## src/fdfc_pkg.sv

```systemverilog
// Shared types, constants and the helper function for the fan duty failsafe controller.
package fdfc_pkg;

  // PWM compare range; the compare value is inverted, PWM_FULL means off
  localparam int unsigned PWM_FULL  = 255;
  localparam int unsigned RAW_W     = 8;
  localparam int unsigned PCT_W     = 7;
  localparam int unsigned PCT_MAX   = 100;
  localparam int unsigned NEAR_OFF  = 5;
  localparam int unsigned TICK_W    = 16;
  localparam int unsigned LEASE_W   = 20;

  // reciprocal of 100 for the percent to compare value scaling
  localparam int unsigned RECIP_SH  = 22;
  localparam int unsigned RECIP     = (2**RECIP_SH + PCT_MAX - 1) / PCT_MAX;
  localparam int unsigned NUM_W     = 16;

  localparam logic [RAW_W-1:0] RAW_OFF      = RAW_W'(PWM_FULL);
  localparam logic [RAW_W-1:0] RAW_FULL     = '0;
  localparam logic [RAW_W-1:0] RAW_NEAR_OFF = RAW_W'(PWM_FULL - NEAR_OFF);
  localparam logic [PCT_W-1:0] PCT_FULL     = PCT_W'(PCT_MAX);

  // configuration register map
  localparam int unsigned CFG_AW = 5;
  localparam logic [2:0] REG_MIN_START = 3'd0;
  localparam logic [2:0] REG_MIN_RUN   = 3'd1;
  localparam logic [2:0] REG_KICK_PCT  = 3'd2;
  localparam logic [2:0] REG_KICK_TCK  = 3'd3;
  localparam logic [2:0] REG_LEASE_TCK = 3'd4;
  localparam logic [2:0] REG_IDENT_TCK = 3'd5;
  localparam logic [2:0] REG_BLINK_TCK = 3'd6;
  localparam logic [2:0] REG_WATCHDOG  = 3'd7;

  // item opcodes
  localparam logic [1:0] OP_TICK  = 2'd0;
  localparam logic [1:0] OP_SET   = 2'd1;
  localparam logic [1:0] OP_IDENT = 2'd2;

  typedef enum logic [2:0] {
    EV_NONE      = 3'd0,
    EV_SET_OK    = 3'd1,
    EV_RANGE     = 3'd2,
    EV_NO_WDOG   = 3'd3,
    EV_LEASE_EXP = 3'd4
  } event_t;

  typedef struct packed {
    logic [PCT_W-1:0]   min_start_pct;
    logic [PCT_W-1:0]   min_run_pct;
    logic [PCT_W-1:0]   kick_pct;
    logic [TICK_W-1:0]  kick_ticks;
    logic [LEASE_W-1:0] lease_ticks;
    logic [TICK_W-1:0]  identify_ticks;
    logic [TICK_W-1:0]  blink_ticks;
    logic               watchdog_ok;
  } cfg_t;

  // compare value for a percent, clamped to 100: PWM_FULL - floor(p * PWM_FULL / 100)
  function automatic logic [RAW_W-1:0] pct_raw(input logic [PCT_W-1:0] p);
    logic [PCT_W-1:0] pc;
    logic [NUM_W-1:0] num;
    logic [31:0]      prod;
    pc   = (p > PCT_FULL) ? PCT_FULL : p;
    num  = NUM_W'(pc) * NUM_W'(PWM_FULL);
    prod = 32'(num) * 32'(RECIP);
    return RAW_OFF - prod[RECIP_SH +: RAW_W];
  endfunction

endpackage

```

## src/fdfc_in_if.sv

```systemverilog
// Input channel: one tick, set or identify command per beat.
interface fdfc_in_if;
  logic       valid;
  logic       ready;
  logic [1:0] opcode;
  logic [7:0] percent_value;

  modport source (output valid, output opcode, output percent_value, input ready);
  modport sink   (input valid, input opcode, input percent_value, output ready);
endinterface

```

## src/fdfc_out_if.sv

```systemverilog
// Result channel: controller status after each command beat.
interface fdfc_out_if;
  logic       valid;
  logic       ready;
  logic [7:0] applied_raw;
  logic [6:0] demand_pct;
  logic       failsafe_on;
  logic       kick_on;
  logic       identify_on;
  logic       identify_led;
  logic [2:0] event_code;

  modport source (output valid, output applied_raw, output demand_pct, output failsafe_on,
                  output kick_on, output identify_on, output identify_led,
                  output event_code, input ready);
  modport sink   (input valid, input applied_raw, input demand_pct, input failsafe_on,
                  input kick_on, input identify_on, input identify_led,
                  input event_code, output ready);
endinterface

```

## src/fdfc_cfg.sv

```systemverilog
// APB-style configuration register file.
module fdfc_cfg (
  input  logic                          clk,
  input  logic                          rst_n,
  input  logic                          psel,
  input  logic                          penable,
  input  logic                          pwrite,
  input  logic [fdfc_pkg::CFG_AW-1:0]   paddr,
  input  logic [31:0]                   pwdata,
  output logic [31:0]                   prdata,
  output logic                          pready,
  output fdfc_pkg::cfg_t                cfg
);

  fdfc_pkg::cfg_t cfg_r;
  logic           wr_en;
  logic [2:0]     reg_idx;

  assign pready  = 1'b1;
  assign wr_en   = psel && penable && pwrite;
  assign reg_idx = paddr[4:2];
  assign cfg     = cfg_r;

  always_ff @(posedge clk) begin
    if (!rst_n) begin
      cfg_r.min_start_pct  <= fdfc_pkg::PCT_W'(22);
      cfg_r.min_run_pct    <= fdfc_pkg::PCT_W'(18);
      cfg_r.kick_pct       <= fdfc_pkg::PCT_W'(85);
      cfg_r.kick_ticks     <= fdfc_pkg::TICK_W'(500);
      cfg_r.lease_ticks    <= fdfc_pkg::LEASE_W'(60000);
      cfg_r.identify_ticks <= fdfc_pkg::TICK_W'(10000);
      cfg_r.blink_ticks    <= fdfc_pkg::TICK_W'(250);
      cfg_r.watchdog_ok    <= 1'b0;
    end else if (wr_en) begin
      unique case (reg_idx)
        fdfc_pkg::REG_MIN_START: cfg_r.min_start_pct  <= pwdata[fdfc_pkg::PCT_W-1:0];
        fdfc_pkg::REG_MIN_RUN:   cfg_r.min_run_pct    <= pwdata[fdfc_pkg::PCT_W-1:0];
        fdfc_pkg::REG_KICK_PCT:  cfg_r.kick_pct       <= pwdata[fdfc_pkg::PCT_W-1:0];
        fdfc_pkg::REG_KICK_TCK:  cfg_r.kick_ticks     <= pwdata[fdfc_pkg::TICK_W-1:0];
        fdfc_pkg::REG_LEASE_TCK: cfg_r.lease_ticks    <= pwdata[fdfc_pkg::LEASE_W-1:0];
        fdfc_pkg::REG_IDENT_TCK: cfg_r.identify_ticks <= pwdata[fdfc_pkg::TICK_W-1:0];
        fdfc_pkg::REG_BLINK_TCK: cfg_r.blink_ticks    <= pwdata[fdfc_pkg::TICK_W-1:0];
        fdfc_pkg::REG_WATCHDOG:  cfg_r.watchdog_ok    <= pwdata[0];
        default: ;
      endcase
    end
  end

  always_comb begin
    prdata = '0;
    unique case (reg_idx)
      fdfc_pkg::REG_MIN_START: prdata = 32'(cfg_r.min_start_pct);
      fdfc_pkg::REG_MIN_RUN:   prdata = 32'(cfg_r.min_run_pct);
      fdfc_pkg::REG_KICK_PCT:  prdata = 32'(cfg_r.kick_pct);
      fdfc_pkg::REG_KICK_TCK:  prdata = 32'(cfg_r.kick_ticks);
      fdfc_pkg::REG_LEASE_TCK: prdata = 32'(cfg_r.lease_ticks);
      fdfc_pkg::REG_IDENT_TCK: prdata = 32'(cfg_r.identify_ticks);
      fdfc_pkg::REG_BLINK_TCK: prdata = 32'(cfg_r.blink_ticks);
      fdfc_pkg::REG_WATCHDOG:  prdata = 32'(cfg_r.watchdog_ok);
      default: ;
    endcase
  end

endmodule

```

## src/fdfc_core.sv

```systemverilog
// Input register, controller state update and result register.
module fdfc_core (
  input  logic                          clk,
  input  logic                          rst_n,
  input  fdfc_pkg::cfg_t                cfg,
  input  logic                          in_valid,
  output logic                          in_ready,
  input  logic [1:0]                    in_opcode,
  input  logic [7:0]                    in_percent,
  output logic                          out_valid,
  input  logic                          out_ready,
  output logic [fdfc_pkg::RAW_W-1:0]    out_applied_raw,
  output logic [fdfc_pkg::PCT_W-1:0]    out_demand_pct,
  output logic                          out_failsafe_on,
  output logic                          out_kick_on,
  output logic                          out_identify_on,
  output logic                          out_identify_led,
  output logic [2:0]                    out_event_code
);

  localparam int unsigned RW = fdfc_pkg::RAW_W;
  localparam int unsigned PW = fdfc_pkg::PCT_W;
  localparam int unsigned TW = fdfc_pkg::TICK_W;
  localparam int unsigned LW = fdfc_pkg::LEASE_W;

  // input stage
  logic             in_valid_r;
  logic [1:0]       in_op_r;
  logic [7:0]       in_pct_r;
  logic             advance;

  // controller state
  logic [RW-1:0]    applied_r,   applied_nxt;
  logic [PW-1:0]    setpoint_r,  setpoint_nxt;
  logic [RW-1:0]    kick_tgt_r,  kick_tgt_nxt;
  logic             kick_pend_r, kick_pend_nxt;
  logic [TW-1:0]    kick_el_r,   kick_el_nxt;
  logic [LW-1:0]    lease_el_r,  lease_el_nxt;
  logic             has_ctl_r,   has_ctl_nxt;
  logic             failsafe_r,  failsafe_nxt;
  logic             ident_run_r, ident_run_nxt;
  logic             ident_led_r, ident_led_nxt;
  logic [TW-1:0]    ident_el_r,  ident_el_nxt;
  logic [TW-1:0]    blink_el_r,  blink_el_nxt;
  fdfc_pkg::event_t ev_nxt;

  // result stage
  logic             out_valid_r;
  logic [2:0]       event_r;

  // set path helpers
  logic [PW-1:0]    set_val;
  logic             near_off;
  logic [PW-1:0]    lo_pct;
  logic [PW-1:0]    adj_pct;
  logic [RW-1:0]    adj_raw;
  logic [RW-1:0]    kick_raw;

  // tick path helpers
  logic [TW-1:0]    kick_inc;
  logic [TW-1:0]    ident_inc;
  logic [TW-1:0]    blink_inc;
  logic [LW-1:0]    lease_inc;

  assign advance  = in_valid_r && (!out_valid_r || out_ready);
  assign in_ready = !in_valid_r || advance;

  always_ff @(posedge clk) begin
    if (!rst_n) begin
      in_valid_r <= 1'b0;
    end else if (in_ready) begin
      in_valid_r <= in_valid;
    end
  end

  always_ff @(posedge clk) begin
    if (in_valid && in_ready) begin
      in_op_r  <= in_opcode;
      in_pct_r <= in_percent;
    end
  end

  assign set_val  = in_pct_r[PW-1:0];
  assign near_off = kick_pend_r || (applied_r >= fdfc_pkg::RAW_NEAR_OFF);
  assign lo_pct   = near_off ? cfg.min_start_pct : cfg.min_run_pct;
  assign adj_pct  = (set_val < lo_pct) ? lo_pct : set_val;
  assign adj_raw  = fdfc_pkg::pct_raw(adj_pct);
  assign kick_raw = fdfc_pkg::pct_raw(cfg.kick_pct);

  // saturating counters
  assign kick_inc  = (&kick_el_r)  ? kick_el_r  : kick_el_r  + TW'(1);
  assign ident_inc = (&ident_el_r) ? ident_el_r : ident_el_r + TW'(1);
  assign blink_inc = (&blink_el_r) ? blink_el_r : blink_el_r + TW'(1);
  assign lease_inc = (&lease_el_r) ? lease_el_r : lease_el_r + LW'(1);

  always_comb begin
    applied_nxt   = applied_r;
    setpoint_nxt  = setpoint_r;
    kick_tgt_nxt  = kick_tgt_r;
    kick_pend_nxt = kick_pend_r;
    kick_el_nxt   = kick_el_r;
    lease_el_nxt  = lease_el_r;
    has_ctl_nxt   = has_ctl_r;
    failsafe_nxt  = failsafe_r;
    ident_run_nxt = ident_run_r;
    ident_led_nxt = ident_led_r;
    ident_el_nxt  = ident_el_r;
    blink_el_nxt  = blink_el_r;
    ev_nxt        = fdfc_pkg::EV_NONE;

    unique case (in_op_r)
      fdfc_pkg::OP_TICK: begin
        if (kick_pend_r) begin
          if (kick_inc >= cfg.kick_ticks) begin
            applied_nxt   = kick_tgt_r;
            kick_pend_nxt = 1'b0;
            kick_el_nxt   = '0;
          end else begin
            kick_el_nxt   = kick_inc;
          end
        end
        if (ident_run_r) begin
          ident_el_nxt = ident_inc;
          if (ident_inc >= cfg.identify_ticks) begin
            ident_run_nxt = 1'b0;
            ident_led_nxt = 1'b0;
          end else if (blink_inc >= cfg.blink_ticks) begin
            blink_el_nxt  = '0;
            ident_led_nxt = !ident_led_r;
          end else begin
            blink_el_nxt  = blink_inc;
          end
        end
        if (has_ctl_r && !failsafe_r) begin
          lease_el_nxt = lease_inc;
          // lease ran out: drop to full speed, cancel any kick
          if (lease_inc > cfg.lease_ticks) begin
            failsafe_nxt  = 1'b1;
            setpoint_nxt  = fdfc_pkg::PCT_FULL;
            kick_pend_nxt = 1'b0;
            kick_el_nxt   = '0;
            applied_nxt   = fdfc_pkg::RAW_FULL;
            ev_nxt        = fdfc_pkg::EV_LEASE_EXP;
          end
        end
      end
      fdfc_pkg::OP_SET: begin
        if (in_pct_r > 8'(fdfc_pkg::PCT_MAX)) begin
          ev_nxt = fdfc_pkg::EV_RANGE;
        end else if (!cfg.watchdog_ok && (set_val < fdfc_pkg::PCT_FULL)) begin
          setpoint_nxt  = fdfc_pkg::PCT_FULL;
          kick_pend_nxt = 1'b0;
          kick_el_nxt   = '0;
          applied_nxt   = fdfc_pkg::RAW_FULL;
          ev_nxt        = fdfc_pkg::EV_NO_WDOG;
        end else begin
          setpoint_nxt = set_val;
          if (set_val == '0) begin
            kick_pend_nxt = 1'b0;
            kick_el_nxt   = '0;
            applied_nxt   = fdfc_pkg::RAW_OFF;
          end else if (kick_pend_r) begin
            // retarget the running kick, timer keeps going
            kick_tgt_nxt = adj_raw;
          end else if (near_off && (cfg.kick_ticks != '0)) begin
            kick_pend_nxt = 1'b1;
            kick_el_nxt   = '0;
            kick_tgt_nxt  = adj_raw;
            applied_nxt   = kick_raw;
          end else begin
            applied_nxt   = adj_raw;
          end
          has_ctl_nxt  = 1'b1;
          lease_el_nxt = '0;
          failsafe_nxt = 1'b0;
          ev_nxt       = fdfc_pkg::EV_SET_OK;
        end
      end
      fdfc_pkg::OP_IDENT: begin
        ident_run_nxt = 1'b1;
        ident_el_nxt  = '0;
        blink_el_nxt  = '0;
        ident_led_nxt = 1'b1;
      end
      default: ;
    endcase
  end

  always_ff @(posedge clk) begin
    if (!rst_n) begin
      applied_r   <= fdfc_pkg::RAW_FULL;
      setpoint_r  <= fdfc_pkg::PCT_FULL;
      kick_tgt_r  <= '0;
      kick_pend_r <= 1'b0;
      kick_el_r   <= '0;
      lease_el_r  <= '0;
      has_ctl_r   <= 1'b0;
      failsafe_r  <= 1'b1;
      ident_run_r <= 1'b0;
      ident_led_r <= 1'b0;
      ident_el_r  <= '0;
      blink_el_r  <= '0;
    end else if (advance) begin
      applied_r   <= applied_nxt;
      setpoint_r  <= setpoint_nxt;
      kick_tgt_r  <= kick_tgt_nxt;
      kick_pend_r <= kick_pend_nxt;
      kick_el_r   <= kick_el_nxt;
      lease_el_r  <= lease_el_nxt;
      has_ctl_r   <= has_ctl_nxt;
      failsafe_r  <= failsafe_nxt;
      ident_run_r <= ident_run_nxt;
      ident_led_r <= ident_led_nxt;
      ident_el_r  <= ident_el_nxt;
      blink_el_r  <= blink_el_nxt;
    end
  end

  always_ff @(posedge clk) begin
    if (!rst_n) begin
      out_valid_r <= 1'b0;
    end else if (advance) begin
      out_valid_r <= 1'b1;
    end else if (out_ready) begin
      out_valid_r <= 1'b0;
    end
  end

  always_ff @(posedge clk) begin
    if (advance) begin
      event_r <= ev_nxt;
    end
  end

  // the state registers double as the result payload
  assign out_valid        = out_valid_r;
  assign out_applied_raw  = applied_r;
  assign out_demand_pct   = setpoint_r;
  assign out_failsafe_on  = failsafe_r;
  assign out_kick_on      = kick_pend_r;
  assign out_identify_on  = ident_run_r;
  assign out_identify_led = ident_led_r;
  assign out_event_code   = event_r;

`ifndef ASSERT_OFF
  a_kick_not_failsafe: assert property (@(posedge clk) disable iff (!rst_n)
    kick_pend_r |-> !failsafe_r)
    else $error("kick pending while in failsafe");

  a_failsafe_full: assert property (@(posedge clk) disable iff (!rst_n)
    failsafe_r |-> (setpoint_r == fdfc_pkg::PCT_FULL) && (applied_r == fdfc_pkg::RAW_FULL))
    else $error("failsafe without full speed");

  a_led_needs_ident: assert property (@(posedge clk) disable iff (!rst_n)
    ident_led_r |-> ident_run_r)
    else $error("identify LED on while identify idle");

  a_state_hold: assert property (@(posedge clk) disable iff (!rst_n)
    !advance |=> $stable(applied_r) && $stable(setpoint_r) && $stable(lease_el_r))
    else $error("state moved without a beat");

  a_no_overwrite: assert property (@(posedge clk) disable iff (!rst_n)
    out_valid_r && !out_ready |-> !advance)
    else $error("result overwritten while stalled");
`endif

endmodule

```

## src/fan_duty_failsafe_controller.sv

```systemverilog
// Top level of the fan duty failsafe controller.
//
// Usage:
//   in_if  : command beats (opcode 0 = 1 ms tick, 1 = set percent, 2 = identify).
//   out_if : one result beat per command: applied inverted PWM compare value,
//            requested percent, failsafe/kick/identify flags and an event code.
//   psel/penable/pwrite/paddr/pwdata/prdata/pready : APB-style register port,
//            register i at byte address 4*i; write only while no command is
//            in flight.
// Path: an accepted command goes into the input register; its result is
//   then written into the state/result register, which drives out_if.
// Throughput: one command per cycle when not stalled; state update is a single
//   pass of compares, increments and reciprocal multiplies for percent scaling.
// Reset (rst_n low, synchronous): state and config registers take their
//   defaults, fan is held at full speed with failsafe set, both channels empty.
// Receiver stall: the result holds on out_if; one more command is taken into
//   the input register, after which in_if.ready drops until the result drains.
module fan_duty_failsafe_controller (
  input  logic                        clk,
  input  logic                        rst_n,
  fdfc_in_if.sink                     in_if,
  fdfc_out_if.source                  out_if,
  input  logic                        psel,
  input  logic                        penable,
  input  logic                        pwrite,
  input  logic [fdfc_pkg::CFG_AW-1:0] paddr,
  input  logic [31:0]                 pwdata,
  output logic [31:0]                 prdata,
  output logic                        pready
);

  fdfc_pkg::cfg_t cfg;

  fdfc_cfg u_cfg (
    .clk     (clk),
    .rst_n   (rst_n),
    .psel    (psel),
    .penable (penable),
    .pwrite  (pwrite),
    .paddr   (paddr),
    .pwdata  (pwdata),
    .prdata  (prdata),
    .pready  (pready),
    .cfg     (cfg)
  );

  fdfc_core u_core (
    .clk              (clk),
    .rst_n            (rst_n),
    .cfg              (cfg),
    .in_valid         (in_if.valid),
    .in_ready         (in_if.ready),
    .in_opcode        (in_if.opcode),
    .in_percent       (in_if.percent_value),
    .out_valid        (out_if.valid),
    .out_ready        (out_if.ready),
    .out_applied_raw  (out_if.applied_raw),
    .out_demand_pct   (out_if.demand_pct),
    .out_failsafe_on  (out_if.failsafe_on),
    .out_kick_on      (out_if.kick_on),
    .out_identify_on  (out_if.identify_on),
    .out_identify_led (out_if.identify_led),
    .out_event_code   (out_if.event_code)
  );

endmodule
```

## src/flat_wrapper.sv

```systemverilog
// flat-port wrapper written by rule: the top's interface ports become plain ports
module fan_duty_failsafe_controller_flat 
  (clk, rst_n, psel, penable, pwrite, paddr, pwdata, prdata, pready, in_if_valid, in_if_opcode, in_if_percent_value, in_if_ready, out_if_valid, out_if_applied_raw, out_if_demand_pct, out_if_failsafe_on, out_if_kick_on, out_if_identify_on, out_if_identify_led, out_if_event_code, out_if_ready);
  fdfc_in_if in_if_i ();
  fdfc_out_if out_if_i ();
  input  logic clk;
  input  logic rst_n;
  input  logic psel;
  input  logic penable;
  input  logic pwrite;
  input  logic [fdfc_pkg::CFG_AW-1:0] paddr;
  input  logic [31:0] pwdata;
  output logic [31:0] prdata;
  output logic pready;
  input wire logic [$bits(in_if_i.valid)-1:0] in_if_valid;
  input wire logic [$bits(in_if_i.opcode)-1:0] in_if_opcode;
  input wire logic [$bits(in_if_i.percent_value)-1:0] in_if_percent_value;
  output wire logic [$bits(in_if_i.ready)-1:0] in_if_ready;
  output wire logic [$bits(out_if_i.valid)-1:0] out_if_valid;
  output wire logic [$bits(out_if_i.applied_raw)-1:0] out_if_applied_raw;
  output wire logic [$bits(out_if_i.demand_pct)-1:0] out_if_demand_pct;
  output wire logic [$bits(out_if_i.failsafe_on)-1:0] out_if_failsafe_on;
  output wire logic [$bits(out_if_i.kick_on)-1:0] out_if_kick_on;
  output wire logic [$bits(out_if_i.identify_on)-1:0] out_if_identify_on;
  output wire logic [$bits(out_if_i.identify_led)-1:0] out_if_identify_led;
  output wire logic [$bits(out_if_i.event_code)-1:0] out_if_event_code;
  input wire logic [$bits(out_if_i.ready)-1:0] out_if_ready;
  assign in_if_i.valid = in_if_valid;
  assign in_if_i.opcode = in_if_opcode;
  assign in_if_i.percent_value = in_if_percent_value;
  assign in_if_ready = in_if_i.ready;
  assign out_if_valid = out_if_i.valid;
  assign out_if_applied_raw = out_if_i.applied_raw;
  assign out_if_demand_pct = out_if_i.demand_pct;
  assign out_if_failsafe_on = out_if_i.failsafe_on;
  assign out_if_kick_on = out_if_i.kick_on;
  assign out_if_identify_on = out_if_i.identify_on;
  assign out_if_identify_led = out_if_i.identify_led;
  assign out_if_event_code = out_if_i.event_code;
  assign out_if_i.ready = out_if_ready;
  fan_duty_failsafe_controller u_core (.clk(clk), .rst_n(rst_n), .in_if(in_if_i), .out_if(out_if_i), .psel(psel), .penable(penable), .pwrite(pwrite), .paddr(paddr), .pwdata(pwdata), .prdata(prdata), .pready(pready));
endmodule
```

## config.mk

```make
export PLATFORM = sky130hd
export DESIGN_NAME = fan_duty_failsafe_controller_flat
export DESIGN_NICKNAME = d
export VERILOG_FILES = /design/src/fdfc_pkg.sv /design/src/fdfc_in_if.sv /design/src/fdfc_out_if.sv /design/src/fdfc_cfg.sv /design/src/fdfc_core.sv /design/src/fan_duty_failsafe_controller.sv /design/src/flat_wrapper.sv
export SDC_FILE = /design/constraint.sdc
export NUM_CORES = 1
export LEC_CHECK = 0
export BUFFER_PORTS_ARGS = -buffer_cell sky130_fd_sc_hd__clkbuf_2
export CORE_MARGIN = 5
export CORE_UTILIZATION = 50
export DETAILED_ROUTE_END_ITERATION = 8
export MAX_ROUTING_LAYER = met4
export PLACE_DENSITY_LB_ADDON = 0.12
export SLEW_MARGIN = 20
export SYNTH_ARGS = -nofsm -noshare
export SYNTH_HDL_FRONTEND = slang
export SYNTH_SLANG_ARGS = --single-unit
```

## constraint.sdc

```tcl
create_clock -name clk -period 13.2 [get_ports clk]
set_input_delay 1.98 -clock clk [delete_from_list [all_inputs] [get_ports clk]]
set_output_delay 1.98 -clock clk [all_outputs]
set_load 0.03 [all_outputs]
```

==> out/results.md <==
- **status** complete, no violations
- **number of flops mapped to enable cells by yosys** 13
- **count of inserted antenna diode cells** 0
- **share of the clock period used by the worst path after layout** 93.2%
- **average detailed-routed wire length per instance** 17.5 um
- **number of nets in the final layout** 3202
- **DIE AREA** 48200 um2
- **gr ovfl total** 0
- **routability congestion estimate from global placement** 0.915
- **achievable frequency** 81.2 MHz
- **DR vias/cell** 5.59
- **first-pass GRT wire length** 92200 um
- **worst slew margin relative to its limit** 28.7%
- **number of antenna violations at the first check in global routing** 0
- **max-slew violations** 0
- **number of placed instances with taps included** 3202
- **worst clock skew** 0.00936 ns
- **post-synthesis instance area** 22000 um2
- **Clock transition at path regs** 0.06 ns
- **iteration-0 DRC count of the detailed router** 1457
- **number of hold violations in the final report** 0
- **final critical-path required period** 12.31 ns
- **Worst R2R Path Depth** 48
- **CTS tree** yes
- **count of vias placed by the detailed router** 18100
- **arrival time at the worst endpoint** 12.72 ns
- **fraction of synthesized cell area taken by the top area cell type** 19.6%
- **met2 GRT Util** 36.8%
- **critical path launch point type** register
- **final setup TNS** 0 ns
- **maximum fanout encountered on the critical timing path** 9
- **Most common cell on crit path** ha_1
- **I/O Pins** 111
- **HPWL after DPL** 45500 um
- **share of cells above drive strength 1** 7.00%
- **kind of end point of the critical path** register
- **Pre-antenna DRT Iters** 6
- **area taken by flip-flops and latches** 4150 um2
- **Residual DRC** 0
- **cell depth of the worst min-delay path** 2
- **Post-Layout Cell Count** 3241
- **worst stage delay on the critical path** 0.63 ns
- **gate count after technology mapping** 2608
- **pin slew with the least headroom to its limit** 1.07 ns
- **multi-input gate area in the final layout** 15900 um2
- **area of the core region** 43300 um2
- **leading post-synthesis cells by cell area** ha_1, dfxtp_1, fa_1
- **via count of the first global-routing pass** 17900
- **cell with the largest stage delay on the worst path** fa_1
- **clock latency at the later pin of the worst-skew pair** 0.52 ns
- **library cell with the largest summed area after synthesis** ha_1
- **most common flop cell mapped by yosys** dfxtp_1
- **count of port buffers added during placement** 83
- **kind of critical path** register to register
- **asr flop ratio synth** 0%
- **die extent in x** 220 um
- **Layout area overhead** 7.53%
- **Mapped Avg Cell Area** 8.42 um2
- **setup violation total in the final timing report** 0
- **gr usage total** 24.0%
- **Maximum Capacitance Violations** 0
- **routing usage on met1** 34.7%
- **number of hold buffers added after CTS** 0
- **Rows** 76
- **register bit count reported by yosys** 201
- **chip height** 220 um
- **CTS sink cnt** 201
- **most frequent cells after synthesis** inv_1, ha_1, nand2_1
- **H-tree depth** 1
- **Max Buffers Root-to-Sink** 3
- **most repeated cell in the gate-level netlist after synthesis** inv_1
- **root buffer cell** clkbuf_16
- **busiest layer in global routing** met2
- **DRT Wirelength** 56700 um
- **cts bufs inserted** 22
- **sequential fraction of the synthesis area** 18.9%
- **largest net degree at the start of global routing** 70
- **FILL cells** 4060
- **global-route track usage on met3** 3.04%
- **CP required** 13.61 ns
- **class of the tightest hold or removal check** register to register
- **Yosys cell types** 90
- **antenna-violating nets left** 0
- **Synth Warn #** 0
- **initial standard-cell utilization of the core** 50.8%
[cells in the final DEF, fill, tap and decap left out, types with 22 or more instances in the layout]
| cell type | n |
|---|---|
| fa_1 | 162 |
| clkbuf_16 | 23 |
| nand2b_1 | 25 |
| and3_1 | 24 |
| xor2_1 | 31 |
| o211ai_1 | 38 |
| nor2_1 | 153 |
| xnor2_1 | 66 |
| a22oi_1 | 29 |
| inv_1 | 420 |
| mux2i_1 | 39 |
| a21oi_1 | 178 |
| a211oi_1 | 22 |
| nand2_1 | 227 |
| ha_1 | 345 |
| nand3_1 | 77 |
| dfxtp_1 | 188 |
| nand4_1 | 23 |
| a21o_1 | 39 |
| o21ai_0 | 91 |
| nor3_1 | 36 |
| clkbuf_2 | 83 |
| or3_1 | 24 |
[registers in the layout (all words and copies together) (netlist names)]
register and flops:
u_core.u_core.in_op_r 2, u_core.u_core.out_kick_on 1, u_core.u_core.out_demand_pct 7, u_core.u_core.out_failsafe_on 1
u_core.u_core.lease_el_r 20, u_core.u_cfg.cfg 90, u_core.u_core.kick_tgt_r 8, u_core.u_core.in_pct_r 8
u_core.u_core.out_valid 1, u_core.u_core.ident_el_r 16, u_core.u_core.blink_el_r 16, u_core.u_core.kick_el_r 16
u_core.u_core.has_ctl_r 1, u_core.u_core.out_applied_raw 8, u_core.u_core.out_identify_on 1, u_core.u_core.out_event_code 3
u_core.u_core.out_identify_led 1, u_core.u_core.in_valid_r 1
[worst paths after layout]
kind | endpoint | startpoint | slack [ns]
max reg2reg | u_core.u_core.out_applied_raw[7] | u_core.u_core.out_applied_raw[6] | 0.89
max | u_core.u_core.out_applied_raw[7] | u_core.u_core.out_applied_raw[6] | 0.89
min reg2reg | u_core.u_cfg.cfg[18] | u_core.u_cfg.cfg[18] | 0.45
min | u_core.u_cfg.cfg[18] | u_core.u_cfg.cfg[18] | 0.45
[cells by family (layout without fill, tap and decap cells)]
family / after synthesis / count (layout) / synth area share, %
AOI/OAI and AO/OA: 549 / 549 / 16.4
xor gates and xnor gates: 101 / 101 / 4.09
adders and majority gates: 507 / 507 / 34.4
buffers and inverters: 524 / 561 / 9.35
DFF: 201 / 201 / 18.9
muxes: 50 / 50 / 2.34
other: 2 / 13 / 0.0342
and+or+nand+nor: 674 / 674 / 14.5
[area by class of cell]
type	instances	area share, %
multi-input cells	1894	67.1
flip-flops and latches	201	17.6
inverters	421	6.70
well taps	585	3.10
clock buffers	33	2.81
repair buffers	101	2.33
clock inverters	6	0.350
[critical path: cells and delay by family, from the launching register on]
| family | cells | cell delay, ns |
|---|---|---|
| adder cells (fa/ha/maj) | 13 | 5.21 |
| AND/OR/NAND/NOR | 6 | 0.83 |
| flip-flops | 1 | 0.39 |
| AO/OA/AOI/OAI | 18 | 3.71 |
| XOR/XNOR | 3 | 0.96 |
| buffers and inverters | 7 | 0.78 |
| multiplexers | 1 | 0.31 |
[metal layers]
metal / share of wire, % / vias to the layer above
li1: - / 8932
met4: 1.8 / 0
met1: 49 / 8702
met2: 44 / 431
met5: 0 / -
met3: 5.7 / 62
[through the flow]
| step | util [%] | instance area, um2 | hold WS, ns | setup slack [ns] |
|---|---|---|---|---|
| 6_report | 54.6 | 23600 | 0.455 | 0.891 |
| 5_1_grt | 54.6 | 23600 | 0.480 | -0.00856 |
| 4_1_cts | 54.5 | 23600 | 0.458 | 0.200 |
| 3_5_place_dp | 52.8 | 22800 | 0.449 | 0.235 |
| 3_3_place_gp | 52.8 | 22800 | 0.439 | 0.481 |
| 2_1_floorplan | - | 22000 | 0.432 | 0.930 |
[what timing repair did]
action,in CTS,in global routing
resized for setup,0,8
setup endpoints to repair,0,9
buffers inserted,0,0
Power is not shown: default switching activity piles up to over one toggle a cycle in this logic, so the estimate is an artifact.
